`config.mk`:
```
export PLATFORM = sky130hd
export DESIGN_NAME = line_command_led_sequencer_unit
export DESIGN_NICKNAME = d
export VERILOG_FILES = /design/src/rtl/core/lcls_pkg.sv /design/src/rtl/core/lcls_ctrl.sv /design/src/rtl/core/lcls_datapath.sv /design/src/rtl/core/line_command_led_sequencer_unit.sv
export SDC_FILE = /design/constraint.sdc
export NUM_CORES = 1
export LEC_CHECK = 0
export ABC_CLOCK_PERIOD_IN_PS = 3270
export BUFFER_PORTS_ARGS = -buffer_cell sky130_fd_sc_hd__buf_2
export CORE_MARGIN = 2
export CORE_UTILIZATION = 45
export CTS_CLUSTER_DIAMETER = 50
export CTS_CLUSTER_SIZE = 40
export DETAILED_ROUTE_END_ITERATION = 12
export PLACE_DENSITY = 0.6
export SLEW_MARGIN = 20
export SYNTH_ARGS = -nofsm -noshare
export SYNTH_HDL_FRONTEND = slang
export SYNTH_HIERARCHICAL = 1
export SYNTH_SLANG_ARGS = --single-unit
```
`constraint.sdc`:
```
create_clock -name clk -period 3.27 [get_ports clk]
set_input_delay 0.1635 -clock clk [delete_from_list [all_inputs] [get_ports clk]]
set_output_delay 0.1635 -clock clk [all_outputs]
set_load 0.01 [all_outputs]
```
`src/rtl/core/lcls_pkg.sv`:
```
// shared types, constants and pattern tables for the line command led sequencer
package lcls_pkg;

    localparam int LCLS_LINE_BYTES = 64;

    localparam logic [15:0] STEP_TICKS_RESET = 16'd100;

    localparam logic [7:0] CHAR_LF = 8'h0A;
    localparam logic [7:0] CHAR_CR = 8'h0D;

    // command keys, last character in the low byte
    localparam int KEY_ON_OFF_W = 80;
    localparam int KEY_ALT_W    = 56;
    localparam int KEY_SHIFT_W  = 72;
    localparam int WIN_W        = KEY_ON_OFF_W;

    localparam logic [KEY_ON_OFF_W-1:0] KEY_ON_OFF = {"LED_", "ON_OFF"};
    localparam logic [KEY_ALT_W-1:0]    KEY_ALT    = "LED_ALT";
    localparam logic [KEY_SHIFT_W-1:0]  KEY_SHIFT  = {"LED_", "SHIFT"};

    localparam logic [7:0] SHIFT_PARK_VALUE = 8'hFE;

    typedef enum logic [1:0] {
        PAT_IDLE   = 2'd0,
        PAT_ON_OFF = 2'd1,
        PAT_ALT    = 2'd2,
        PAT_SHIFT  = 2'd3
    } pat_t;

    typedef enum logic [2:0] {
        ST_IDLE,
        ST_SCAN_RD,
        ST_SCAN_CHK,
        ST_ECHO_RD,
        ST_ECHO_OUT
    } state_t;

    // controller to datapath
    typedef struct packed {
        logic accept_en;
        logic rd_issue;
        logic scan_step;
        logic finish;
        logic echo_load;
    } cmd_t;

    // datapath to controller
    typedef struct packed {
        logic line_end;
        logic idx_at_end;
        logic rd_zero;
        logic matched;
        logic idx_last;
        logic out_free;
    } stat_t;

    function automatic logic [5:0] pattern_len(pat_t p);
        logic [5:0] n;
        case (p)
            PAT_ON_OFF: n = 6'd6;
            PAT_ALT:    n = 6'd18;
            PAT_SHIFT:  n = 6'd42;
            default:    n = 6'd0;
        endcase
        return n;
    endfunction

    function automatic logic [7:0] pattern_value(pat_t p, logic [5:0] i);
        logic [5:0] m;
        logic [3:0] back;
        logic [7:0] v;
        m    = i;
        back = 4'd0;
        v    = 8'hFF;
        case (p)
            PAT_ON_OFF: v = i[0] ? 8'hFF : 8'h00;
            PAT_ALT:
            begin
                if (i < 6'd6)
                    v = i[0] ? 8'h55 : 8'hAA;
                else if (i < 6'd12)
                    v = i[0] ? 8'h0F : 8'hF0;
                else
                    v = i[0] ? 8'h3C : 8'hC3;
            end
            PAT_SHIFT:
            begin
                // walk out and back, period 14
                if (m >= 6'd28)
                    m = m - 6'd28;
                else if (m >= 6'd14)
                    m = m - 6'd14;
                if (m < 6'd8)
                    v = ~(8'd1 << m[2:0]);
                else
                begin
                    back = 4'd14 - m[3:0];
                    v    = ~(8'd1 << back[2:0]);
                end
            end
            default: v = 8'hFF;
        endcase
        return v;
    endfunction

endpackage

```
`src/rtl/core/lcls_ctrl.sv`:
```
// sequencing state machine: line scan and echo passes
module lcls_ctrl (
    input  logic           clk,
    input  logic           rst_n,
    input  lcls_pkg::stat_t stat,
    output lcls_pkg::cmd_t  cmd
);
    import lcls_pkg::*;

    state_t state_reg;
    state_t state_next;

    always_ff @(posedge clk or negedge rst_n)
    begin
        if (!rst_n)
            state_reg <= ST_IDLE;
        else
            state_reg <= state_next;
    end

    always_comb
    begin
        state_next = state_reg;
        case (state_reg)
            ST_IDLE:
            begin
                if (stat.line_end)
                    state_next = ST_SCAN_RD;
            end
            ST_SCAN_RD:
            begin
                if (stat.idx_at_end)
                    state_next = stat.matched ? ST_ECHO_RD : ST_IDLE;
                else
                    state_next = ST_SCAN_CHK;
            end
            ST_SCAN_CHK:
            begin
                if (stat.rd_zero)
                    state_next = stat.matched ? ST_ECHO_RD : ST_IDLE;
                else
                    state_next = ST_SCAN_RD;
            end
            ST_ECHO_RD: state_next = ST_ECHO_OUT;
            ST_ECHO_OUT:
            begin
                if (stat.out_free)
                    state_next = stat.idx_last ? ST_IDLE : ST_ECHO_RD;
            end
            default: state_next = ST_IDLE;
        endcase
    end

    always_comb
    begin
        cmd = '0;
        case (state_reg)
            ST_IDLE:     cmd.accept_en = 1'b1;
            ST_SCAN_RD:
            begin
                cmd.rd_issue = !stat.idx_at_end;
                cmd.finish   = stat.idx_at_end;
            end
            ST_SCAN_CHK:
            begin
                cmd.scan_step = !stat.rd_zero;
                cmd.finish    = stat.rd_zero;
            end
            ST_ECHO_RD:  cmd.rd_issue  = 1'b1;
            ST_ECHO_OUT: cmd.echo_load = stat.out_free;
            default:     cmd = '0;
        endcase
    end

endmodule

```
`src/rtl/core/lcls_datapath.sv`:
```
// line store, key window, pattern player and output register
module lcls_datapath #(
    parameter int LINE_BYTES = lcls_pkg::LCLS_LINE_BYTES
) (
    input  logic            clk,
    input  logic            rst_n,
    input  logic            cfg_we,
    input  logic [15:0]     cfg_wdata,
    input  logic            in_valid,
    output logic            in_ready,
    input  logic            action,
    input  logic [7:0]      rx_byte,
    output logic            out_valid,
    input  logic            out_ready,
    output logic            kind,
    output logic [7:0]      value,
    output logic            last,
    input  lcls_pkg::cmd_t  cmd,
    output lcls_pkg::stat_t stat
);
    import lcls_pkg::*;

    localparam int AW = $clog2(LINE_BYTES);
    localparam int CW = $clog2(LINE_BYTES + 1);

    logic [7:0] mem [LINE_BYTES];
    logic [7:0] rd_data_reg;

    logic [CW-1:0]    count_reg, count_next;
    logic [CW-1:0]    idx_reg, idx_next;
    logic [WIN_W-1:0] win_reg, win_next;
    logic [2:0]       hit_reg, hit_next;
    pat_t             pat_reg, pat_next;
    logic [5:0]       step_reg, step_next;
    logic [15:0]      tick_reg, tick_next;
    logic [15:0]      step_ticks_reg;
    logic             out_valid_reg, out_valid_next;
    logic             kind_reg, kind_next;
    logic [7:0]       value_reg, value_next;
    logic             last_reg, last_next;

    logic             out_free;
    logic             accept;
    logic             busy_pat;
    logic             is_term;
    logic             line_end;
    logic             store_wr;
    logic             is_tick;
    logic [WIN_W-1:0] win_shift;
    logic [2:0]       hit_now;
    logic [15:0]      tc_dec;
    logic             idx_last;

    assign out_free = !out_valid_reg || out_ready;
    assign in_ready = cmd.accept_en && out_free;
    assign accept   = in_valid && in_ready;
    assign busy_pat = (pat_reg != PAT_IDLE);
    assign is_term  = (rx_byte == CHAR_LF) || (rx_byte == CHAR_CR)
                   || (count_reg >= CW'(LINE_BYTES));
    assign line_end = accept && !action && !busy_pat && is_term;
    assign store_wr = accept && !action && !busy_pat && !is_term;
    assign is_tick  = accept && action;

    // sliding window over the scanned bytes, newest in the low byte
    assign win_shift  = {win_reg[WIN_W-9:0], rd_data_reg};
    assign hit_now[0] = (win_shift == KEY_ON_OFF);
    assign hit_now[1] = (win_shift[KEY_ALT_W-1:0] == KEY_ALT);
    assign hit_now[2] = (win_shift[KEY_SHIFT_W-1:0] == KEY_SHIFT);

    assign tc_dec   = (tick_reg != 16'd0) ? tick_reg - 16'd1 : 16'd0;
    assign idx_last = ((idx_reg + CW'(1)) == count_reg);

    assign stat.line_end   = line_end;
    assign stat.idx_at_end = (idx_reg == count_reg);
    assign stat.rd_zero    = (rd_data_reg == 8'h00);
    assign stat.matched    = |hit_reg;
    assign stat.idx_last   = idx_last;
    assign stat.out_free   = out_free;

    always_ff @(posedge clk)
    begin
        if (store_wr)
            mem[count_reg[AW-1:0]] <= rx_byte;
        if (cmd.rd_issue)
            rd_data_reg <= mem[idx_reg[AW-1:0]];
    end

    always_comb
    begin
        count_next     = count_reg;
        idx_next       = idx_reg;
        win_next       = win_reg;
        hit_next       = hit_reg;
        pat_next       = pat_reg;
        step_next      = step_reg;
        tick_next      = tick_reg;
        out_valid_next = out_valid_reg;
        kind_next      = kind_reg;
        value_next     = value_reg;
        last_next      = last_reg;

        if (out_ready)
            out_valid_next = 1'b0;

        // tick while a pattern plays
        if (is_tick && busy_pat)
        begin
            tick_next = tc_dec;
            if (tc_dec == 16'd0)
            begin
                if (step_reg >= pattern_len(pat_reg))
                begin
                    if (pat_reg == PAT_SHIFT)
                    begin
                        out_valid_next = 1'b1;
                        kind_next      = 1'b1;
                        value_next     = SHIFT_PARK_VALUE;
                        last_next      = 1'b0;
                    end
                    pat_next  = PAT_IDLE;
                    step_next = 6'd0;
                end
                else
                begin
                    out_valid_next = 1'b1;
                    kind_next      = 1'b1;
                    value_next     = pattern_value(pat_reg, step_reg);
                    last_next      = 1'b0;
                    step_next      = step_reg + 6'd1;
                    tick_next      = (step_ticks_reg == 16'd0) ? 16'd1 : step_ticks_reg;
                end
            end
        end

        if (store_wr)
            count_next = count_reg + CW'(1);

        if (line_end)
        begin
            idx_next = '0;
            win_next = '0;
            hit_next = '0;
        end

        if (cmd.scan_step)
        begin
            win_next = win_shift;
            hit_next = hit_reg | hit_now;
            idx_next = idx_reg + CW'(1);
        end

        if (cmd.finish)
        begin
            if (|hit_reg)
            begin
                if (hit_reg[0])
                    pat_next = PAT_ON_OFF;
                else if (hit_reg[1])
                    pat_next = PAT_ALT;
                else
                    pat_next = PAT_SHIFT;
                step_next = 6'd0;
                tick_next = 16'd0;
                idx_next  = '0;
            end
            else
                count_next = '0;
        end

        if (cmd.echo_load)
        begin
            out_valid_next = 1'b1;
            kind_next      = 1'b0;
            value_next     = rd_data_reg;
            last_next      = idx_last;
            idx_next       = idx_reg + CW'(1);
            if (idx_last)
                count_next = '0;
        end
    end

    always_ff @(posedge clk or negedge rst_n)
    begin
        if (!rst_n)
        begin
            count_reg      <= '0;
            idx_reg        <= '0;
            win_reg        <= '0;
            hit_reg        <= '0;
            pat_reg        <= PAT_IDLE;
            step_reg       <= 6'd0;
            tick_reg       <= 16'd0;
            step_ticks_reg <= STEP_TICKS_RESET;
            out_valid_reg  <= 1'b0;
        end
        else
        begin
            count_reg     <= count_next;
            idx_reg       <= idx_next;
            win_reg       <= win_next;
            hit_reg       <= hit_next;
            pat_reg       <= pat_next;
            step_reg      <= step_next;
            tick_reg      <= tick_next;
            out_valid_reg <= out_valid_next;
            if (cfg_we)
                step_ticks_reg <= cfg_wdata;
        end
    end

    always_ff @(posedge clk)
    begin
        kind_reg  <= kind_next;
        value_reg <= value_next;
        last_reg  <= last_next;
    end

    assign out_valid = out_valid_reg;
    assign kind      = kind_reg;
    assign value     = value_reg;
    assign last      = last_reg;

endmodule

```
`src/rtl/core/line_command_led_sequencer_unit.sv`:
```
// top level of the line command led sequencer
// input channel (in_valid/in_ready): one beat is a received byte (action 0)
// or one time tick (action 1). output channel (out_valid/out_ready): one
// beat is an echoed line byte (kind 0, last on the final byte) or a new led
// port value (kind 1). cfg_we/cfg_wdata load step_ticks, the ticks each led
// value is held (zero acts as one).
// a tick that shows a value loads it into the output register at the edge
// that takes the tick, and the next beat is taken at once if the output
// register is empty or being drained.
// a line end walks the line store through its single read port, twice on
// a match: the key scan reads the stored bytes in turn, stopping at the
// first zero byte or at the end of the line; on a match the echo then
// reads and sends every stored byte, and in_ready stays low until the
// passes are done.
// a stalled receiver holds the output register and with it the input and the echo:
// in_ready drops until the pending beat is taken.
// reset empties the line, stops any pattern and sets step_ticks to 100;
// the line store itself is not cleared, only entries written since the
// last line end are ever read.
module line_command_led_sequencer_unit #(
    parameter int LINE_BYTES = lcls_pkg::LCLS_LINE_BYTES
) (
    input  logic        clk,
    input  logic        rst_n,
    input  logic        cfg_we,
    input  logic [15:0] cfg_wdata,
    input  logic        in_valid,
    output logic        in_ready,
    input  logic        action,
    input  logic [7:0]  rx_byte,
    output logic        out_valid,
    input  logic        out_ready,
    output logic        kind,
    output logic [7:0]  value,
    output logic        last
);
    import lcls_pkg::*;

    cmd_t  cmd;
    stat_t stat;

    // sequencing of the scan and echo passes
    lcls_ctrl u_ctrl (
        .clk   (clk),
        .rst_n (rst_n),
        .stat  (stat),
        .cmd   (cmd)
    );

    // store, matcher, pattern player and output register
    lcls_datapath #(
        .LINE_BYTES (LINE_BYTES)
    ) u_datapath (
        .clk       (clk),
        .rst_n     (rst_n),
        .cfg_we    (cfg_we),
        .cfg_wdata (cfg_wdata),
        .in_valid  (in_valid),
        .in_ready  (in_ready),
        .action    (action),
        .rx_byte   (rx_byte),
        .out_valid (out_valid),
        .out_ready (out_ready),
        .kind      (kind),
        .value     (value),
        .last      (last),
        .cmd       (cmd),
        .stat      (stat)
    );

    // no input beat is taken in the middle of an echo
    a_no_accept_mid_echo: assert property (@(posedge clk) disable iff (!rst_n)
        (out_valid && !kind && !last) |-> !in_ready)
        else $error("input taken while a line echo is in progress");

    // led values never carry the line end mark
    a_led_not_last: assert property (@(posedge clk) disable iff (!rst_n)
        (out_valid && kind) |-> !last)
        else $error("led value marked as last");

    // controller issues at most one datapath step per cycle
    a_cmd_exclusive: assert property (@(posedge clk) disable iff (!rst_n)
        $onehot0({cmd.rd_issue, cmd.scan_step, cmd.finish, cmd.echo_load}))
        else $error("conflicting datapath commands");

    // a match is always followed by the echo pass, not by a new input beat
    a_match_echoes: assert property (@(posedge clk) disable iff (!rst_n)
        (cmd.finish && stat.matched) |=> (!in_ready && !cmd.echo_load && cmd.rd_issue))
        else $error("matched line not echoed");

endmodule

```
==> flow_summary.ini <==
[sta]
rsz0062_at_grt = true
fin_crit_sh = 0.972
finClkSkew_ns = 0.0376
hold_viol = 0
slew_headroom = 0.469
timing.hold.ws_ns = 0.0857
finalSetupTns_ns = 0
max_freq_mhz = 315
setup_viol = 0
slew_violations = 0
finalCriticalPeriod_ns = 3.18
worstMarginPinSlew_ns = 0.793

[final_layout]
drive_gt1_frac = 0.279
area_growth_pct = 17.0
largest_reg_flops = 512
diodes = 0
postLayoutCellArea_um2 = 32600
nFillCells = 4936
nNetsFinal = 1932

[power_and_ir_drop]
cellPowerDensity_nw_per_um2 = 740
power.leakage_nw = 11.1
irDropWorstVdd_mv = 0.487

[global_routing]
grt_overflow = 0
busiest_layer = met2
grt_max_degree = 147
grt_pass1_vias = 15700
grt_first_pass_wirelength_um = 97800
grt.total_usage = 0.203
met3_usage = 0.0334
grt_use_met1 = 0.293
antenna_found_initial = 2
met2_usage = 0.327

[placed_design]
dpl_cell_area_um2 = 29900
dpl.hpwl_um = 40200
port_buffers = 41
place_congestion = 0.874

[detailed_routing]
vias = 15700
wirelength_um = 63000
viasPerCell = 5.73
firstDrtPassIters = 7
wl_per_cell_um = 23.0
drc = 0
postRouteAntennaNets = 0
drt_iter0_drc = 1426

[logic_synthesis]
synth_ff_type = edfxtp_1
synth.distinct_cells = 81
async_flop_share = 0.201
yosysTopAreaCellShare = 0.571
post-synth-top-count-cell = edfxtp_1
ys_warn_count = 6
ys_seq_area_frac = 0.691
synth-edff-count = 529
synth.net_count = 1749
synth_area_um2 = 27800
synth_area_leaders = edfxtp_1, mux4_2, dfrtp_1
ys_ff_latch = 663
synth_commonest_cells = edfxtp_1, nand2_1, mux4_2
postSynthCellCount = 1707
yosysTopAreaCell = edfxtp_1
syn_area_per_cell_um2 = 16.3

[die]
io_pins = 42
die_area_um2 = 63900
fp-row-count = 91
fp.dieW_um = 253
start_util = 0.453
die_h_um = 253
core-area_um2 = 61500

[clock_tree]
clock_latency_ns = 0.62
cts_tree = done
cts_buffers = 68
clockBufferDepth = 3
htreeDepth = 3
clk_pin_slew_ns = 0.06
cts_sinks = 663
cts-root-buf = clkbuf_16

[min_path]
hold_class = primary input to register

[critical_path]
arrival_ns = 3.45
crit_path_max_fanout = 10
required_ns = 3.54
path_class = register to register
endpoint_kind = register
start_kind = register

[job]
cap_violations = 0

[outcome]
status = complete, no violations
-- per-layer routing --
metal / wire [um] / vias up
li1: - / 7027
met1: 28600 / 8142
met2: 30200 / 413
met3: 3070 / 91
met4: 1120 / 2
met5: 13 / -
-- where the power goes --
part           total (mW)  switching [mW]  leakage [nW]  internal, mW
Clock                8.21            3.55          1.17          4.66
Combinational        5.35            2.79          3.49          2.56
Sequential           10.5           0.758          6.41          9.78
Total                24.1            7.10          11.1          17.0
-- through the flow --
stage                     power, mW   util  cells  worst slack (ns)
final                          24.1  0.530   2736            0.0919
after global routing           25.2  0.530   2736           -0.0354
after CTS                      24.3  0.528   2730            0.0281
after detailed placement       16.0  0.486   2583            0.0764
after global placement         16.0  0.486   2583            0.0996
after floorplan                14.1      -   1707             0.114
-- layout by cell type (no fill, tap or decap), types with 12 or more instances in the layout --
cell / n
a21oi_1: 26
buf_2: 40
buf_4: 141
clkbuf_16: 71
dfrtp_1: 127
dlygate4sd3_1: 21
edfxtp_1: 529
ha_1: 12
inv_1: 16
mux2_2: 20
mux4_2: 168
nand2_1: 204
nand3_1: 20
nor2_1: 117
nor2b_1: 13
nor3_1: 20
nor4_1: 15
o21ai_0: 106
or3_1: 12
xnor2_1: 18
-- worst paths after layout --
kind	start	to	slack [ns]	cells past startpoint
setup / recovery	u_datapath/tick_reg[1]$_DFF_PN0_	u_datapath/value[7]$_DFFE_PP_	0.09	8
hold / removal	cfg_we	u_datapath/step_ticks_reg[11]$_DFFE_PN0P_	0.09	2
setup reg to reg	u_datapath/tick_reg[1]$_DFF_PN0_	u_datapath/value[7]$_DFFE_PP_	0.09	8
hold reg to reg	u_datapath/win_reg[21]$_DFFE_PN0P_	u_datapath/win_reg[29]$_DFFE_PN0P_	0.50	2
max in group asynchronous	rst_n	u_datapath/step_ticks_reg[2]$_DFFE_PN1P_	2.20	3
min in group asynchronous	rst_n	u_datapath/win_reg[38]$_DFFE_PN0P_	0.19	2
-- cells by family after synthesis --
family                   after synthesis  synth area share
adder cells (fa/ha/maj)               12           0.00539
buffers and inverters                119            0.0180
XOR/XNOR                              28           0.00881
multiplexers                         196             0.147
flip-flops                           663             0.691
AND/OR/NAND/NOR                      487            0.0858
AO/OA/AOI/OAI                        202            0.0439
-- cell type report --
| class | count | area (um2) | area share |
|---|---|---|---|
| Sequential cell | 663 | 19200 | 0.591 |
| Multi-Input combinational cell | 925 | 8150 | 0.250 |
| Clock buffer | 76 | 1820 | 0.0558 |
| Timing Repair Buffer | 214 | 1690 | 0.0520 |
| Tap cell | 790 | 988 | 0.0304 |
| Clock inverter | 50 | 607 | 0.0186 |
| Inverter | 18 | 67.6 | 0.00208 |
-- what timing repair did --
action	CTS	global route
gates resized for setup	0	7
endpoints found under the setup margin	0	20
endpoints found under the hold margin	123	0
hold buffers	21	0
buffers inserted	0	6
-- critical path, stage by stage (launching register included) --
cell and delay, ns:
dfrtp_1 0.41, inv_2 0.07, ha_1 0.16, or3b_4 0.40, nor3_2 0.17, mux2_2 0.39
or4_4 0.56, nor4_4 0.36, a21o_2 0.33
Note: power is estimated with default switching activity, not from simulation.
